File: src/rtl/core/ellipsoid_shell_pixel_classifier_assert.svh
// Assertion macros used by the classifier top level
`ifndef ELLIPSOID_SHELL_PIXEL_CLASSIFIER_ASSERT_SVH
`define ELLIPSOID_SHELL_PIXEL_CLASSIFIER_ASSERT_SVH

// Check a condition at every rising clock edge outside reset
`define ESP_ASSERT(lbl, clk, rst, cond, msg) \
  lbl: assert property (@(posedge clk) disable iff (rst) (cond)) else $error(msg);

// Check that a condition implies another one in the same cycle
`define ESP_ASSERT_IMP(lbl, clk, rst, pre, post, msg) \
  lbl: assert property (@(posedge clk) disable iff (rst) (pre) |-> (post)) \
    else $error(msg);

`endif

File: src/rtl/core/esp_pkg.sv
// Shared types, codes and constants of the ellipsoid shell pixel classifier
`timescale 1ns / 1ps

package esp_pkg;

  localparam int PIX_W        = 13;
  localparam int FRAME_W      = 16;
  localparam int COORD_W      = 16;
  localparam int SLICE_W      = 21;
  localparam int REG_W        = 63;
  localparam int RAD_W        = 16;
  localparam int SQ_W         = 32;
  localparam int D_W          = 25;
  localparam int PROD_W       = D_W + SLICE_W;
  localparam int ACC_W        = PROD_W + 2;
  localparam int W_W          = ACC_W - 16;
  localparam int Q_W          = D_W + W_W;
  localparam int RR_W         = Q_W + 2;
  localparam int CFG_IDX_W    = 3;
  localparam int CFG_DATA_W   = 64;
  localparam int PIXEL_BITS_DEF = 13;

  localparam logic [RAD_W-1:0] PEAK_RST  = 16'd768;
  localparam logic [RAD_W-1:0] INNER_RST = 16'd768;
  localparam logic [RAD_W-1:0] OUTER_RST = 16'd1536;
  localparam logic [SQ_W-1:0]  FIXED_PEAK_SQ = 32'd65536;

  localparam logic [1:0] CLS_EXCLUDED   = 2'd0;
  localparam logic [1:0] CLS_BACKGROUND = 2'd1;
  localparam logic [1:0] CLS_FORBIDDEN  = 2'd2;
  localparam logic [1:0] CLS_PEAK       = 2'd3;

  localparam logic [CFG_IDX_W-1:0] REG_CENTRE     = 3'd0;
  localparam logic [CFG_IDX_W-1:0] REG_METRIC_DIA = 3'd1;
  localparam logic [CFG_IDX_W-1:0] REG_METRIC_CRS = 3'd2;
  localparam logic [CFG_IDX_W-1:0] REG_PEAK_RAD   = 3'd3;
  localparam logic [CFG_IDX_W-1:0] REG_INNER_RAD  = 3'd4;
  localparam logic [CFG_IDX_W-1:0] REG_OUTER_RAD  = 3'd5;
  localparam logic [CFG_IDX_W-1:0] REG_FIXED_MODE = 3'd6;

  typedef struct packed {
    logic [PIX_W-1:0]   pixel_x;
    logic [PIX_W-1:0]   pixel_y;
    logic [FRAME_W-1:0] frame_index;
    logic [1:0]         mask_in;
  } in_item_t;

  typedef struct packed {
    logic [1:0] region_class;
    logic [1:0] mask_out;
    logic       accept;
  } out_item_t;

  typedef struct packed {
    logic [REG_W-1:0] centre;
    logic [REG_W-1:0] metric_dia;
    logic [REG_W-1:0] metric_crs;
    logic [SQ_W-1:0]  peak_sq;
    logic [SQ_W-1:0]  inner_sq;
    logic [SQ_W-1:0]  outer_sq;
    logic             fixed_mode;
  } cfg_t;

endpackage

File: src/rtl/core/esp_cfg.sv
// Configuration registers and squared radii
`timescale 1ns / 1ps

module esp_cfg (
  input  logic                            clk,
  input  logic                            rst,
  input  logic                            wr_en,
  input  logic [esp_pkg::CFG_IDX_W-1:0]   wr_index,
  input  logic [esp_pkg::CFG_DATA_W-1:0]  wr_data,
  output esp_pkg::cfg_t                   cfg
);

  localparam logic [esp_pkg::SQ_W-1:0] PEAK_SQ_RST =
    esp_pkg::SQ_W'(esp_pkg::PEAK_RST) * esp_pkg::SQ_W'(esp_pkg::PEAK_RST);
  localparam logic [esp_pkg::SQ_W-1:0] INNER_SQ_RST =
    esp_pkg::SQ_W'(esp_pkg::INNER_RST) * esp_pkg::SQ_W'(esp_pkg::INNER_RST);
  localparam logic [esp_pkg::SQ_W-1:0] OUTER_SQ_RST =
    esp_pkg::SQ_W'(esp_pkg::OUTER_RST) * esp_pkg::SQ_W'(esp_pkg::OUTER_RST);

  logic [esp_pkg::RAD_W-1:0] peak_rad;
  logic [esp_pkg::RAD_W-1:0] inner_rad;
  logic [esp_pkg::RAD_W-1:0] outer_rad;

  always_ff @(posedge clk) begin
    if (rst) begin
      cfg.centre     <= '0;
      cfg.metric_dia <= '0;
      cfg.metric_crs <= '0;
      cfg.fixed_mode <= 1'b0;
      peak_rad       <= esp_pkg::PEAK_RST;
      inner_rad      <= esp_pkg::INNER_RST;
      outer_rad      <= esp_pkg::OUTER_RST;
      cfg.peak_sq    <= PEAK_SQ_RST;
      cfg.inner_sq   <= INNER_SQ_RST;
      cfg.outer_sq   <= OUTER_SQ_RST;
    end else begin
      // squares follow the radius registers in the next cycle
      cfg.peak_sq  <= esp_pkg::SQ_W'(peak_rad) * esp_pkg::SQ_W'(peak_rad);
      cfg.inner_sq <= esp_pkg::SQ_W'(inner_rad) * esp_pkg::SQ_W'(inner_rad);
      cfg.outer_sq <= esp_pkg::SQ_W'(outer_rad) * esp_pkg::SQ_W'(outer_rad);
      if (wr_en) begin
        case (wr_index)
          esp_pkg::REG_CENTRE:     cfg.centre     <= wr_data[esp_pkg::REG_W-1:0];
          esp_pkg::REG_METRIC_DIA: cfg.metric_dia <= wr_data[esp_pkg::REG_W-1:0];
          esp_pkg::REG_METRIC_CRS: cfg.metric_crs <= wr_data[esp_pkg::REG_W-1:0];
          esp_pkg::REG_PEAK_RAD:   peak_rad       <= wr_data[esp_pkg::RAD_W-1:0];
          esp_pkg::REG_INNER_RAD:  inner_rad      <= wr_data[esp_pkg::RAD_W-1:0];
          esp_pkg::REG_OUTER_RAD:  outer_rad      <= wr_data[esp_pkg::RAD_W-1:0];
          esp_pkg::REG_FIXED_MODE: cfg.fixed_mode <= wr_data[0];
          default: ;
        endcase
      end
    end
  end

endmodule

File: config.mk
export PLATFORM = sky130hd
export DESIGN_NAME = esp_cfg
export DESIGN_NICKNAME = d
export VERILOG_FILES = /design/src/rtl/core/ellipsoid_shell_pixel_classifier_assert.svh /design/src/rtl/core/esp_pkg.sv /design/src/rtl/core/esp_cfg.sv
export SDC_FILE = /design/constraint.sdc
export NUM_CORES = 2
export LEC_CHECK = 0
export BUFFER_PORTS_ARGS = -buffer_cell sky130_fd_sc_hd__buf_2
export CORE_ASPECT_RATIO = 0.75
export CORE_UTILIZATION = 44
export CTS_CLUSTER_SIZE = 25
export DETAILED_ROUTE_END_ITERATION = 8
export GPL_TIMING_DRIVEN = 0
export PLACE_DENSITY = 0.73
export SETUP_SLACK_MARGIN = 0.15
export SLEW_MARGIN = 20
export SYNTH_ARGS = -nofsm -noshare
export SYNTH_HDL_FRONTEND = slang
export SYNTH_SLANG_ARGS = --single-unit
File: constraint.sdc
create_clock -name clk -period 17.3 [get_ports clk]
set_input_delay 5.19 -clock clk [delete_from_list [all_inputs] [get_ports clk]]
set_output_delay 5.19 -clock clk [all_outputs]
set_load 0.01 [all_outputs]
After elaboration in Yosys (flattened, before gate mapping):

Index checks and enable logic that the tools add are counted.

* flip-flop bits (word level): 334
* bits in latches: 0
* memory bits (writable): 0
* memory bits (read-only): 0
* logic and storage cells: 27
* memories: 0

* add/subtract/negate cells: 0
* multiply operators: 3
* divide/modulo/power cells: 0
* magnitude comparators: 0
* eq/ne operators: 6
* shifts and indexed selects: 0
* multiplexer cells: 0
* bitwise logic cells: 0
* reductions and logical operators: 8

Operator list (count)
* multiplier 16 x 16 -> 32 bit: 3
* AND reduction 2 bit: 7
* == test 3 bit, second input constant: 3
* == test 3 x 2 -> 1 bit, second input constant: 2
* == test 3 x 1 -> 1 bit, second input constant: 1
* zero test 3 bit: 1

Longest topological paths before layout:

* word-level depth: 2
* depth in mapped cells: 23

Worst setup path after synthesis:

Ideal clock, no wire load.

* path type: input -> register
* start point: input port rst
* end point: register cfg[197] in the netlist's numbering
* setup time: 0.132 ns
* arrival: 6.320 ns
* data required time: 17.168 ns
* setup slack: 10.848 ns
* stages: 5
* path buffers: 4
* cell sequence: clkbuf_1 -> clkbuf_1 -> clkbuf_1 -> clkbuf_1 -> a21oi_1

RTL lines
* from (decl): line esp_cfg.sv:6 `input logic rst,`
* to (decl): line esp_cfg.sv:10 `output esp_pkg::cfg_t cfg`

No word-level cell between the ends.

Worst setup path in the final report:

* start point: input port rst
* end point: register cfg[224] in the netlist's numbering

No word-level cell between the ends.

==> impl_summary.log <==
[metrics] First-pass DRT Iterations: 8
[metrics] crit-path max FO: 10
[metrics] Max Clk Rate: 127 MHz
[metrics] Clock Tree Buf Depth: 3
[metrics] RSZ-0062 raised after global routing: false
[metrics] final-layout worst hold slack: 451 ps
[metrics] total congestion overflow: 0
[metrics] H-tree level count: 2
[metrics] post-route ant nets: 0
[metrics] largest cells by area after synthesis: sky130_fd_sc_hd__fa_1, sky130_fd_sc_hd__dfxtp_1, sky130_fd_sc_hd__ha_1, sky130_fd_sc_hd__inv_1, sky130_fd_sc_hd__nand2_1
[metrics] cell type with the largest total area after synthesis: sky130_fd_sc_hd__fa_1
[metrics] Worst Hold Class: reg -> reg
[metrics] met2 GRT Util: 41.2%
[metrics] DR WL/cell: 19.7 microns
[metrics] Initial Util: 44.8%
[metrics] post-synthesis mux area share: 0.859%
[metrics] Mapped Area: 33,200 sq um
[metrics] Die Span X: 319 microns
[metrics] buffers and inverters on the worst path: 4
[metrics] antenna violations before repair: 6
[metrics] most numerous cell in the Yosys netlist: sky130_fd_sc_hd__inv_1
[metrics] Synth Area in Simple Gates: 16.2%
[metrics] max_slew headroom: 10.3%
[metrics] post-cts resize count: 0
[metrics] crit-path leading delay family: buffers and inverters
[metrics] kind of end point of the critical path: flop
[metrics] fraction of the mapped netlist area in compound gates: 9.76%
[metrics] run status: finished, final reports clean
[metrics] cell count after synthesis: 3,889
[metrics] final weighted congestion in routability-driven placement: 0.984
[metrics] Final Hold Violating Endpoints: 0
[metrics] critical path, cell by cell: clkbuf_1 -> clkbuf_1 -> clkbuf_1 -> clkbuf_1 -> a21oi_1
[metrics] power per unit of standard cell area: 51.7 nW/um^2
[metrics] footprint of the multi-input gates: 23,100 sq um
[metrics] Yosys warning total: 0
[metrics] die area: 76,600 sq um
[metrics] number of pins with negative max-slew slack in the final report: 0
[metrics] vias per cell: 5.23
[metrics] busiest layer in global routing: met2
[metrics] DRC violations left: 0
[metrics] core outline area: 74,000 sq um
[metrics] Detailed Route WL: 104 mm
[metrics] post-synthesis area per instance: 8.54 sq um
[metrics] total vias in the final route: 27,600
[metrics] post-synthesis share of cell area spent on xor and xnor gates: 1.87%
[metrics] Hold-fix buffers, CTS: 0
[metrics] Crit path top cell by count: sky130_fd_sc_hd__clkbuf_1
[metrics] number of maximum-capacitance constraint violations: 0
[metrics] number of synthesized flops with an enable pin: 0
[metrics] data required time at the worst endpoint: 17,730 ps
[metrics] relative area change from synthesis to final layout: 12.8%
[metrics] Final nets: 5,141
[metrics] wire length of the first global-routing pass: 161 mm
[metrics] buffers added on ports: 348
[metrics] Setup WS pre-CTS: 8760 ps
[metrics] sequential element share of the synthesized area: 20.0%
[metrics] PnR Total Power: 1930 uW
[metrics] overall track demand over capacity in global routing: 27.3%
[metrics] setup TNS after final layout: 0 ps
[metrics] worst-skew pair later-pin latency: 580 ps
[metrics] total of flip-flops plus latches after synthesis: 331
[metrics] Crit path arrival time: 8290 ps
[metrics] fraction of synthesis flops using an asynchronous set or reset pin: 0%
[metrics] main combinational cell family by area after synthesis: adder cells
[metrics] crit share post-route: 45.5%
[metrics] area used by sequential logic in the layout: 6630 sq um
[metrics] count of clock tree sinks: 331
[metrics] CP max stage delay: 1060 ps
[metrics] I/O pin count: 356
[metrics] adder-cell share of the synthesized area: 40.8%
[metrics] Post-CTS Setup Bufs: 0
[metrics] share of the synthesized area in the top cell type: 29.3%
[metrics] Num CTS Buffers: 37
[metrics] IR drop worst, VDD: 0.0000679 V
[metrics] final setup margin: 9430 ps
[metrics] y dimension of the die: 240 microns
[metrics] M1 GR Usage: 38.4%
[metrics] number of global-route vias before repair: 27,500
[metrics] Most used DFF post-synth: sky130_fd_sc_hd__dfxtp_1
[metrics] most frequent cells after synthesis: sky130_fd_sc_hd__inv_1, sky130_fd_sc_hd__nand2_1, sky130_fd_sc_hd__fa_1
[metrics] CTS tree: built
[metrics] kind of launch point of the worst setup path: input pin
[metrics] Row Count: 86
[metrics] post-route clock skew: 13.1 ps
[metrics] final count of negative-setup-slack endpoints: 0
[metrics] leakage power summed over all cells: 0.0196 uW
[metrics] largest net degree at the start of global routing: 15
[metrics] HPWL Detailed: 85.1 mm
[metrics] worst setup path class: in -> reg
[metrics] number of inserted filler cells in the final layout: 7,038
[metrics] minimum clock period: 7870 ps
[metrics] number of DRC markers in iteration 0: 2,217
[metrics] clock root cell: sky130_fd_sc_hd__clkbuf_16
[metrics] share of post-route cells with drive strength above 1: 11.5%
[metrics] global routing met3 resource utilization: 8.42%
[metrics] critical path's slowest cell: sky130_fd_sc_hd__clkbuf_1
[metrics] clock-pin slew on the worst setup and hold paths: 60 ps
[metrics] library cells used by synthesis: 85
[metrics] Worst Max-Slew Pin Slew: 1350 ps
logic make-up (layout without fill, tap and decap cells):
group,Yosys count,in the layout
adder cells (fa/ha/maj),792,792
AO/OA/AOI/OAI,539,539
other,1,6
flip-flops,331,331
XOR/XNOR,71,71
buffers and inverters,920,1337
multiplexers,25,25
AND/OR/NAND/NOR,1210,1210
power by group:
part | leakage [uW] | switching [uW] | total (uW) | internal [uW]
registers | 0.00268 | 13.7 | 797 | 784
clock network | 0.000614 | 361 | 836 | 475
logic | 0.0163 | 202 | 301 | 99.7
layout make-up:
type	count	area share (%)
timing repair buffer	349	4.67
tap	968	3.23
clock buffer	51	2.78
clock inverter	17	0.602
inverter	749	7.51
sequential	331	17.7
buffer	171	1.82
antenna	3	0.0201
multi-input combinational	2640	61.7
metrics by stage:
stage          cells  cell area [sq um]  utilization (%)
2_1_floorplan   3891              33200                -
3_3_place_gp    5207              36200             48.8
3_5_place_dp    5208              36200             48.9
4_1_cts         5276              37400             50.6
5_1_grt         5279              37400             50.6
6_report        5279              37400             50.6
cells in the final DEF, fill, tap and decap left out, types with 23 or more instances in the layout:
cell,count
sky130_fd_sc_hd__and2_1,113
sky130_fd_sc_hd__inv_1,748
sky130_fd_sc_hd__clkbuf_16,38
sky130_fd_sc_hd__buf_2,365
sky130_fd_sc_hd__xor2_1,23
sky130_fd_sc_hd__fa_1,486
sky130_fd_sc_hd__clkbuf_1,153
sky130_fd_sc_hd__nand2_1,747
sky130_fd_sc_hd__nand3_1,34
sky130_fd_sc_hd__a21oi_1,325
sky130_fd_sc_hd__nor3_1,35
sky130_fd_sc_hd__nor2_1,147
sky130_fd_sc_hd__o21ai_0,45
sky130_fd_sc_hd__a21o_1,27
sky130_fd_sc_hd__dfxtp_1,331
sky130_fd_sc_hd__nor2b_1,40
sky130_fd_sc_hd__xnor2_1,48
sky130_fd_sc_hd__ha_1,306
worst paths after layout:
kind           startpoint        to  slack, ps  depth (start not counted)
max                   rst  cfg[224]       9430                          5
min              cfg[280]  cfg[280]        450                          2
max reg2reg  outer_rad[5]   cfg[30]       9950                         21
min reg2reg      cfg[280]  cfg[280]        450                          2
layer usage:
layer	share of wire (%)	vias to the layer above
li1	-	12800
met5	0	-
met4	2.0	0
met3	12	117
met1	44	13400
met2	42	1231
worst min-delay path, delay by kind of cell (launching register included):
| kind | cells | cell delay (ps) |
|---|---|---|
| flip-flops | 1 | 300 |
| AO/OA/AOI/OAI | 1 | 50 |
| AND/OR/NAND/NOR | 1 | 50 |
state kept, by name, indices dropped and copies added, names as in the netlist:
name       cells
inner_rad     16
outer_rad     16
cfg          283
peak_rad      16
(Power assumes the default switching activity.)
