`config.mk`:
```
export PLATFORM = sky130hd
export DESIGN_NAME = esp_class
export DESIGN_NICKNAME = d
export VERILOG_FILES = /design/src/rtl/core/ellipsoid_shell_pixel_classifier_assert.svh /design/src/rtl/core/esp_pkg.sv /design/src/rtl/core/esp_class.sv
export SDC_FILE = /design/constraint.sdc
export NUM_CORES = 1
export LEC_CHECK = 0
export ABC_AREA = 1
export BUFFER_PORTS_ARGS = -buffer_cell sky130_fd_sc_hd__buf_2
export CAP_MARGIN = 40
export CORE_AREA = 4 4 137 139
export DETAILED_ROUTE_END_ITERATION = 10
export DIE_AREA = 0 0 141 143
export MAX_ROUTING_LAYER = met4
export PLACE_DENSITY = 0.52
export SYNTH_ARGS = -nofsm -noshare
export SYNTH_HDL_FRONTEND = slang
export SYNTH_SLANG_ARGS = --single-unit
```
`constraint.sdc`:
```
create_clock -name clk -period 2.6 [get_ports clk]
set_clock_uncertainty 0.2 [all_clocks]
set_input_delay 0.13 -clock clk [delete_from_list [all_inputs] [get_ports clk]]
set_output_delay 0.13 -clock clk [all_outputs]
set_load 0.02 [all_outputs]
```
`src/rtl/core/ellipsoid_shell_pixel_classifier_assert.svh`:
```
// Assertion macros used by the classifier top level
`ifndef ELLIPSOID_SHELL_PIXEL_CLASSIFIER_ASSERT_SVH
`define ELLIPSOID_SHELL_PIXEL_CLASSIFIER_ASSERT_SVH

// Check a condition at every rising clock edge outside reset
`define ESP_ASSERT(lbl, clk, rst, cond, msg) \
  lbl: assert property (@(posedge clk) disable iff (rst) (cond)) else $error(msg);

// Check that a condition implies another one in the same cycle
`define ESP_ASSERT_IMP(lbl, clk, rst, pre, post, msg) \
  lbl: assert property (@(posedge clk) disable iff (rst) (pre) |-> (post)) \
    else $error(msg);

`endif

```
`src/rtl/core/esp_pkg.sv`:
```
// Shared types, codes and constants of the ellipsoid shell pixel classifier
`timescale 1ns / 1ps

package esp_pkg;

  localparam int PIX_W        = 13;
  localparam int FRAME_W      = 16;
  localparam int COORD_W      = 16;
  localparam int SLICE_W      = 21;
  localparam int REG_W        = 63;
  localparam int RAD_W        = 16;
  localparam int SQ_W         = 32;
  localparam int D_W          = 25;
  localparam int PROD_W       = D_W + SLICE_W;
  localparam int ACC_W        = PROD_W + 2;
  localparam int W_W          = ACC_W - 16;
  localparam int Q_W          = D_W + W_W;
  localparam int RR_W         = Q_W + 2;
  localparam int CFG_IDX_W    = 3;
  localparam int CFG_DATA_W   = 64;
  localparam int PIXEL_BITS_DEF = 13;

  localparam logic [RAD_W-1:0] PEAK_RST  = 16'd768;
  localparam logic [RAD_W-1:0] INNER_RST = 16'd768;
  localparam logic [RAD_W-1:0] OUTER_RST = 16'd1536;
  localparam logic [SQ_W-1:0]  FIXED_PEAK_SQ = 32'd65536;

  localparam logic [1:0] CLS_EXCLUDED   = 2'd0;
  localparam logic [1:0] CLS_BACKGROUND = 2'd1;
  localparam logic [1:0] CLS_FORBIDDEN  = 2'd2;
  localparam logic [1:0] CLS_PEAK       = 2'd3;

  localparam logic [CFG_IDX_W-1:0] REG_CENTRE     = 3'd0;
  localparam logic [CFG_IDX_W-1:0] REG_METRIC_DIA = 3'd1;
  localparam logic [CFG_IDX_W-1:0] REG_METRIC_CRS = 3'd2;
  localparam logic [CFG_IDX_W-1:0] REG_PEAK_RAD   = 3'd3;
  localparam logic [CFG_IDX_W-1:0] REG_INNER_RAD  = 3'd4;
  localparam logic [CFG_IDX_W-1:0] REG_OUTER_RAD  = 3'd5;
  localparam logic [CFG_IDX_W-1:0] REG_FIXED_MODE = 3'd6;

  typedef struct packed {
    logic [PIX_W-1:0]   pixel_x;
    logic [PIX_W-1:0]   pixel_y;
    logic [FRAME_W-1:0] frame_index;
    logic [1:0]         mask_in;
  } in_item_t;

  typedef struct packed {
    logic [1:0] region_class;
    logic [1:0] mask_out;
    logic       accept;
  } out_item_t;

  typedef struct packed {
    logic [REG_W-1:0] centre;
    logic [REG_W-1:0] metric_dia;
    logic [REG_W-1:0] metric_crs;
    logic [SQ_W-1:0]  peak_sq;
    logic [SQ_W-1:0]  inner_sq;
    logic [SQ_W-1:0]  outer_sq;
    logic             fixed_mode;
  } cfg_t;

endpackage

```
`src/rtl/core/esp_class.sv`:
```
// Shell classification, mask merge and the output register
`timescale 1ns / 1ps

module esp_class (
  input  logic                             clk,
  input  logic                             rst,
  input  logic                             en,
  input  logic                             rr_valid,
  input  logic signed [esp_pkg::RR_W-1:0]  rr,
  input  logic [1:0]                       rr_mask,
  input  esp_pkg::cfg_t                    cfg,
  output logic                             out_valid,
  output esp_pkg::out_item_t               out_item
);

  localparam int PADW = esp_pkg::RR_W - esp_pkg::SQ_W;

  logic signed [esp_pkg::RR_W-1:0] pe2, bb2, be2, one2;
  logic [1:0]                      cls;
  esp_pkg::out_item_t              item_next;

  always_comb begin
    pe2  = $signed({{PADW{1'b0}}, cfg.peak_sq});
    bb2  = $signed({{PADW{1'b0}}, cfg.inner_sq});
    be2  = $signed({{PADW{1'b0}}, cfg.outer_sq});
    one2 = $signed({{PADW{1'b0}}, esp_pkg::FIXED_PEAK_SQ});
    if (cfg.fixed_mode) begin
      if (rr <= one2)      cls = esp_pkg::CLS_PEAK;
      else if (rr <= bb2)  cls = esp_pkg::CLS_FORBIDDEN;
      else if (rr <= be2)  cls = esp_pkg::CLS_BACKGROUND;
      else                 cls = esp_pkg::CLS_EXCLUDED;
    end else begin
      if (rr <= pe2)       cls = esp_pkg::CLS_PEAK;
      else if (rr > be2)   cls = esp_pkg::CLS_EXCLUDED;
      else if (rr >= bb2)  cls = esp_pkg::CLS_BACKGROUND;
      else                 cls = esp_pkg::CLS_FORBIDDEN;
    end

    item_next.region_class = cls;
    item_next.mask_out     = rr_mask;
    item_next.accept       = 1'b0;
    // forbidden in the mask is sticky and blocks integration
    if (rr_mask != esp_pkg::CLS_FORBIDDEN) begin
      if (cls == esp_pkg::CLS_FORBIDDEN || cls == esp_pkg::CLS_PEAK) begin
        item_next.mask_out = cls;
      end else if (cls == esp_pkg::CLS_BACKGROUND && rr_mask == esp_pkg::CLS_EXCLUDED) begin
        item_next.mask_out = esp_pkg::CLS_BACKGROUND;
      end
      item_next.accept = (cls == esp_pkg::CLS_PEAK) ||
                         (cls == esp_pkg::CLS_BACKGROUND &&
                          rr_mask == esp_pkg::CLS_BACKGROUND);
    end
  end

  always_ff @(posedge clk) begin
    if (rst) begin
      out_valid <= 1'b0;
    end else if (en) begin
      out_valid <= rr_valid;
    end
  end

  always_ff @(posedge clk) begin
    if (en) begin
      out_item <= item_next;
    end
  end

endmodule

```
* Yosys cells after proc, flatten, opt, wreduce, memory -nomap -nowiden
Index checks and enable logic that the tools add are counted.
** Word-level totals
- Output and inout bits :: 6
- Bits in registers :: 6
- Bits of input ports :: 351
- Logic and storage cells :: 30
** Operators by class
- Equality and inequality tests :: 5
- Magnitude comparators :: 6
- Muxes and demuxes :: 10
- Reduce and logical (&&, ||, !) cells :: 5
** Operator list (count)
- $le 59x33->1 :: 3
- $ge 59x33->1 :: 1
- $gt 59x33->1 :: 1
- $le 59x18->1 const B :: 1
- $mux 2 :: 8
- $eq 2x1->1 const B :: 2
- $eq 2x2->1 const B :: 2
- $mux 3 :: 1
- $logic_and 1x1->1 :: 2
- $logic_not 2->1 :: 1
- $logic_or 1x1->1 :: 2
- $ne 2x2->1 const B :: 1
- $mux 1 :: 1

* Logic depth before layout (Yosys ltp)
- Word-level depth :: 10
- Mapped depth :: 18
- Gate-level depth less buffers :: 18

* Least setup slack after synthesis
OpenSTA, ideal clock, no wires.
- Path kind :: input-to-reg
- Start point :: in cfg[91] in the netlist's numbering
- End point :: reg out_item[0] in the netlist's numbering, data pin
- Setup slack :: 716 ps
- Arrival time :: 1430 ps
- Data required time :: 2146 ps
- Stages :: 16
- Library setup time :: 254 ps
- Buffers on the path :: 0
- Cell sequence :: inv_1 -> ha_1 -> nand2_1 -> nor2_1 -> and2b_1 -> nand2_1 -> nor2_2 -> nand2_1 -> nand2_1 -> nand2_1 -> nand2_1 -> nand2_1 -> nor2_2 -> nand2_1 -> a21oi_1 -> nor2_1
** On the way
- Longest elaborated chain between the ends :: 6
- Elaborated cells between the ends (all ways) :: 7
- Those cells by class :: order compare: 1; eq/ne: 2; mux: 2; reduce/logical: 2
** Ends and longest elaborated chain
- from (decl) :: line esp_class.sv:11 : input esp_pkg::cfg_t cfg,
- $le 59x33->1 * :: line esp_class.sv:33 : if (rr <= pe2) cls = esp_pkg::CLS_PEAK;
- $mux 2 * :: line esp_class.sv:33
- $mux 2 * :: line esp_class.sv:27 : if (cfg.fixed_mode) begin
- $eq 2x1->1 :: line esp_class.sv:50 : (cls == esp_pkg::CLS_BACKGROUND &&
- $logic_and 1x1->1 :: line esp_class.sv:50
- $logic_or 1x1->1 * :: line esp_class.sv:49 : item_next.accept = (cls == esp_pkg::CLS_PEAK) ||
- to (signal assigned) :: line esp_class.sv:65 : out_item <= item_next;
- to (decl) :: line esp_class.sv:13 : output esp_pkg::out_item_t out_item
Mark *: on every way between the ends. The rest lies on a longest branch, timed or not.
A chain may end at the register's enable or synchronous reset.

* Worst setup path after layout
- Start point :: in rr[30] in the netlist's numbering
- End point :: reg out_item[0] in the netlist's numbering, data pin
** On the way
- Longest elaborated chain between the ends :: 8
- Elaborated cells between the ends (all ways) :: 17
- Those cells by class :: order compare: 6; eq/ne: 2; mux: 7; reduce/logical: 2
** Ends and longest elaborated chain
- from (decl) :: line esp_class.sv:9 : input logic signed [esp_pkg::RR_W-1:0] rr,
- $ge 59x33->1 / $le 59x33->1 (equally long branches) :: line esp_class.sv:35, esp_class.sv:30
- $mux 2 / $mux 1 (equally long branches) :: line esp_class.sv:35, esp_class.sv:30
- $mux 2 (on tied branches) :: line esp_class.sv:34, esp_class.sv:29
- $mux 2 (on tied branches) :: line esp_class.sv:33, esp_class.sv:28
- $mux 2 * :: line esp_class.sv:27
- $eq 2x1->1 :: line esp_class.sv:50
- $logic_and 1x1->1 :: line esp_class.sv:50
- $logic_or 1x1->1 * :: line esp_class.sv:49
Marks and branches as above.

==> impl_results.md <==
- Remaining antenna violation count after routing: 0
- Least-Margin Pin Slew: roughly 550 ps
- Max clock buf depth: 2
- Yosys reg bits: 6
- Max Freq: 474 MHz
- Largest net degree at the start of global routing: 7
- Max cap viols: 0
- Die area: 20,200 um^2
- Adder-cell share of the synthesized area: 36.0%
- Core ar.: between 15,000 and 20,000 um^2
- Vias per cell: 3.94
- WHS: around 200 ps
- Final Critical Period: 2110 ps
- Sequential power share: approximately 12%
- Synth Cell Area: 3340 um^2
- GRT met2 Usage: 17.5%
- Largest area contributor in the netlist: ha_1
- GRT met1 Usage: between 15 and 20%
- Multi-input gate area: roughly 2700 um^2
- Critical-path cell list: buf_2 > ha_1 > nand2_1 > nor4_1 > buf_4 > nand3_1 > nor2_1 > nand3_1 > nand3_1 > nand2_1 > a21oi_1 > nor2_1
- Comb pwr share: 61.8%
- Design area: 4620 um^2
- FF+latch area: 170 um^2
- Final Hold Viols: 0
- Hold EP: out_item[3]$_DFFE_PP_
- Commonest non-fill, non-tap cell in the layout: buf_2
- Most frequent cells in the layout: buf_2 (167), nand2_1 (132), inv_1 (125), ha_1 (96), nor2_1 (79)
- Register area share after synthesis: just over 5%
- Slowest CP cell: nor4_1
- Unrepaired setup endpoints after global routing: false
- Reg clk slew, reported paths: around 30 ps
- Startpoint class of the critical path: input pin
- Post-CTS setup buffer count: 0
- Worst setup path startpoint: rr[30]
- Simple-gate share of the synthesized area: 35.8%
- Post-Synthesis Net Count: 1,007
- GR Util met3: 2.71%
- Switching power: just under 0.4 mW
- Dpl hpwl: about 11 mm
- Initial Util: 18.9%
- Total number of vias: 3,817
- Synth area leaders: ha_1 (36%), nand2_1 (15%), inv_1 (14%), nor2_1 (8.9%), a21oi_1 (5.4%)
- Finished Layout Cells: 970
- Initial antenna violation count: 2
- Main combinational cell family by area after synthesis: adder cells
- Post-synthesis compound-gate area fraction: 8.69%
- Pwr Density: 211 nW/um^2
- Worst R2R Setup Slack: 1230 ps
- Area delta synth->final: 38.3%
- Gr usage total: around an eighth
- Post-synthesis mux area share: 0.300%
- Die Height: 143 um
- Post-synth cell types: 25
- CP dominant cell by count: nand3_1
- Routability Congestion: 0.829
- Share of layout cells above drive strength 1: about a quarter
- Syn avg cell area: 5.97 um^2
- CTS Root Cell: clkbuf_16
- Internal power: ~0.59 mW
- Pre-CTS setup slack: 218 ps
- Final worst slack: 491 ps
- FILL cells: between 2,000 and 2,500
- Initial DRC Count: 102
- Setup TNS: 0 ps
- RR Endpoint: out_valid$_SDFFE_PP0P_
- Number of global-route vias before repair: roughly 3,900
- Final Max Tran Viols: 0
- Outcome: finished, final reports clean
- CTS tree: built
- Rows: between 40 and 50
- Crit-path max FO: 4
- LEAKAGE: 2.81 nW
- Dpl cell area: 4490 um^2
- Cells after DPL: 959
- Min-delay worst type: in -> reg
- I/O Buffers: 167
- Crit path largest cell delay: 310 ps
- Gr busiest metal: met2
- Syn. warnings: 0
- Grt ovf: 0
- Routed Wire Length: 12.0 mm
- Ports: 357
- Hold path start: cfg[0]
- CTS buffer count: 3
- DRC Markers: 0
- Worst rel slew slack: about 63%
- First-pass GRT wire length: 18.8 mm
- Final setup violation count: 0
- Clock power share: 26.1%
- Hold depth: 5
- Worst-skew pair later-pin latency: between 200 and 250 ps
- Mapped Cells: 560
- Worst vdd ir: 0.000181 V
- Sink Count: 6
- CTS HTree Levels: 1
- Width of the die: 141 um
- Kind of critical path: in -> reg
- FF-to-FF Start: out_valid$_SDFFE_PP0P_
- Worst Path Arrival: 1890 ps
- Drt pass-1 iters: 6
- WL per Instance: 12.4 um
- R2R depth: 3
- Xor/xnor cell area share of the yosys netlist: 0%
- CP Capture Type: register
- Switch share: 39.9%
- Final period util: 81.1%
- Post-synth top area share: 36.0%
- Worst EP required: between 2000 and 2500 ps
- Post-layout net count: 1,187
[layer usage]
| metal | share of wire (%) | vias to the layer above |
|---|---|---|
| met2 | 37 | 135 |
| met4 | 0.95 | 0 |
| li1 | - | 2149 |
| met1 | 52 | 1525 |
| met5 | 0 | - |
| met3 | 9.2 | 8 |
[sequential cells by signal, indices dropped and copies added, names as in the netlist]
name / cells
out_valid: 1
out_item: 5
[per-stage QoR]
| step | total power [mW] | utilization, % |
|---|---|---|
| floorplan | 0.452 | - |
| global placement | 0.719 | 25.4 |
| detailed placement | 0.723 | 25.4 |
| CTS | 0.987 | 26.1 |
| global route | 1.09 | 26.2 |
| finish | 0.974 | 26.2 |
[worst max-delay path: cells and delay by family]
family,cells,cell delay [ps]
compound gates,1,140
fa+ha+maj,1,280
buf+inv,2,280
simple gates,8,1060
[power groups by stage]
stage | sequential [mW] | clock (mW) | combinational [mW]
after floorplan | 0.130 | 0 | 0.321
after global placement | 0.119 | 0 | 0.600
after detailed placement | 0.119 | 0 | 0.604
after CTS | 0.118 | 0.256 | 0.613
after global routing | 0.118 | 0.266 | 0.709
final | 0.117 | 0.255 | 0.602
[synth_stat cells]
cell      number
nor4b_1        1
nor3_1         9
nand2b_1       1
ha_1          96
nor2_1        79
and2_1         3
nor2_2         3
edfxtp_1       5
nor4_1         4
inv_1        125
nand3_1       22
nor3_2         2
nor2_4         1
o21a_1         3
inv_2          1
a21o_1         7
a21oi_1       36
nand4_1       15
o21ai_0        7
mux2i_1        1
nand2_2        3
dfxtp_1        1
and2b_1        2
nor3b_2        1
nand2_1      132
[worst max path at each step]
stage                           endpoint  depth (start not counted)
4_1_cts        out_item[0]$_SDFFCE_PP0P_                         16
3_3_place_gp   out_item[0]$_SDFFCE_PP0P_                         16
6_report       out_item[0]$_SDFFCE_PP0P_                         12
2_1_floorplan  out_item[0]$_SDFFCE_PP0P_                         16
5_1_grt        out_item[0]$_SDFFCE_PP0P_                         16
3_5_place_dp   out_item[0]$_SDFFCE_PP0P_                         16
[layout make-up]
cell class / count / area share (%)
multi-input combinational: 428 / 58.4
timing repair buffer: 175 / 19.7
inverter: 126 / 10.2
tap: 229 / 6.20
sequential: 6 / 3.68
clock buffer: 4 / 1.71
antenna: 2 / 0.108
[logic make-up (layout without fill, tap and decap cells)]
| kind of cell | count (synthesis) | after routing |
|---|---|---|
| and+or+nand+nor | 278 | 278 |
| buffers and inverters | 126 | 305 |
| adders and majority gates | 96 | 96 |
| AOI/OAI and AO/OA | 53 | 53 |
| DFF | 6 | 6 |
| muxes | 1 | 1 |
| other | 0 | 2 |
[timing repair]
item | CTS | global route
hold buffers | 5 | 0
gates resized for setup | 0 | 0
endpoints found under the hold margin | 8 | 0
(Power assumes the default switching activity.)
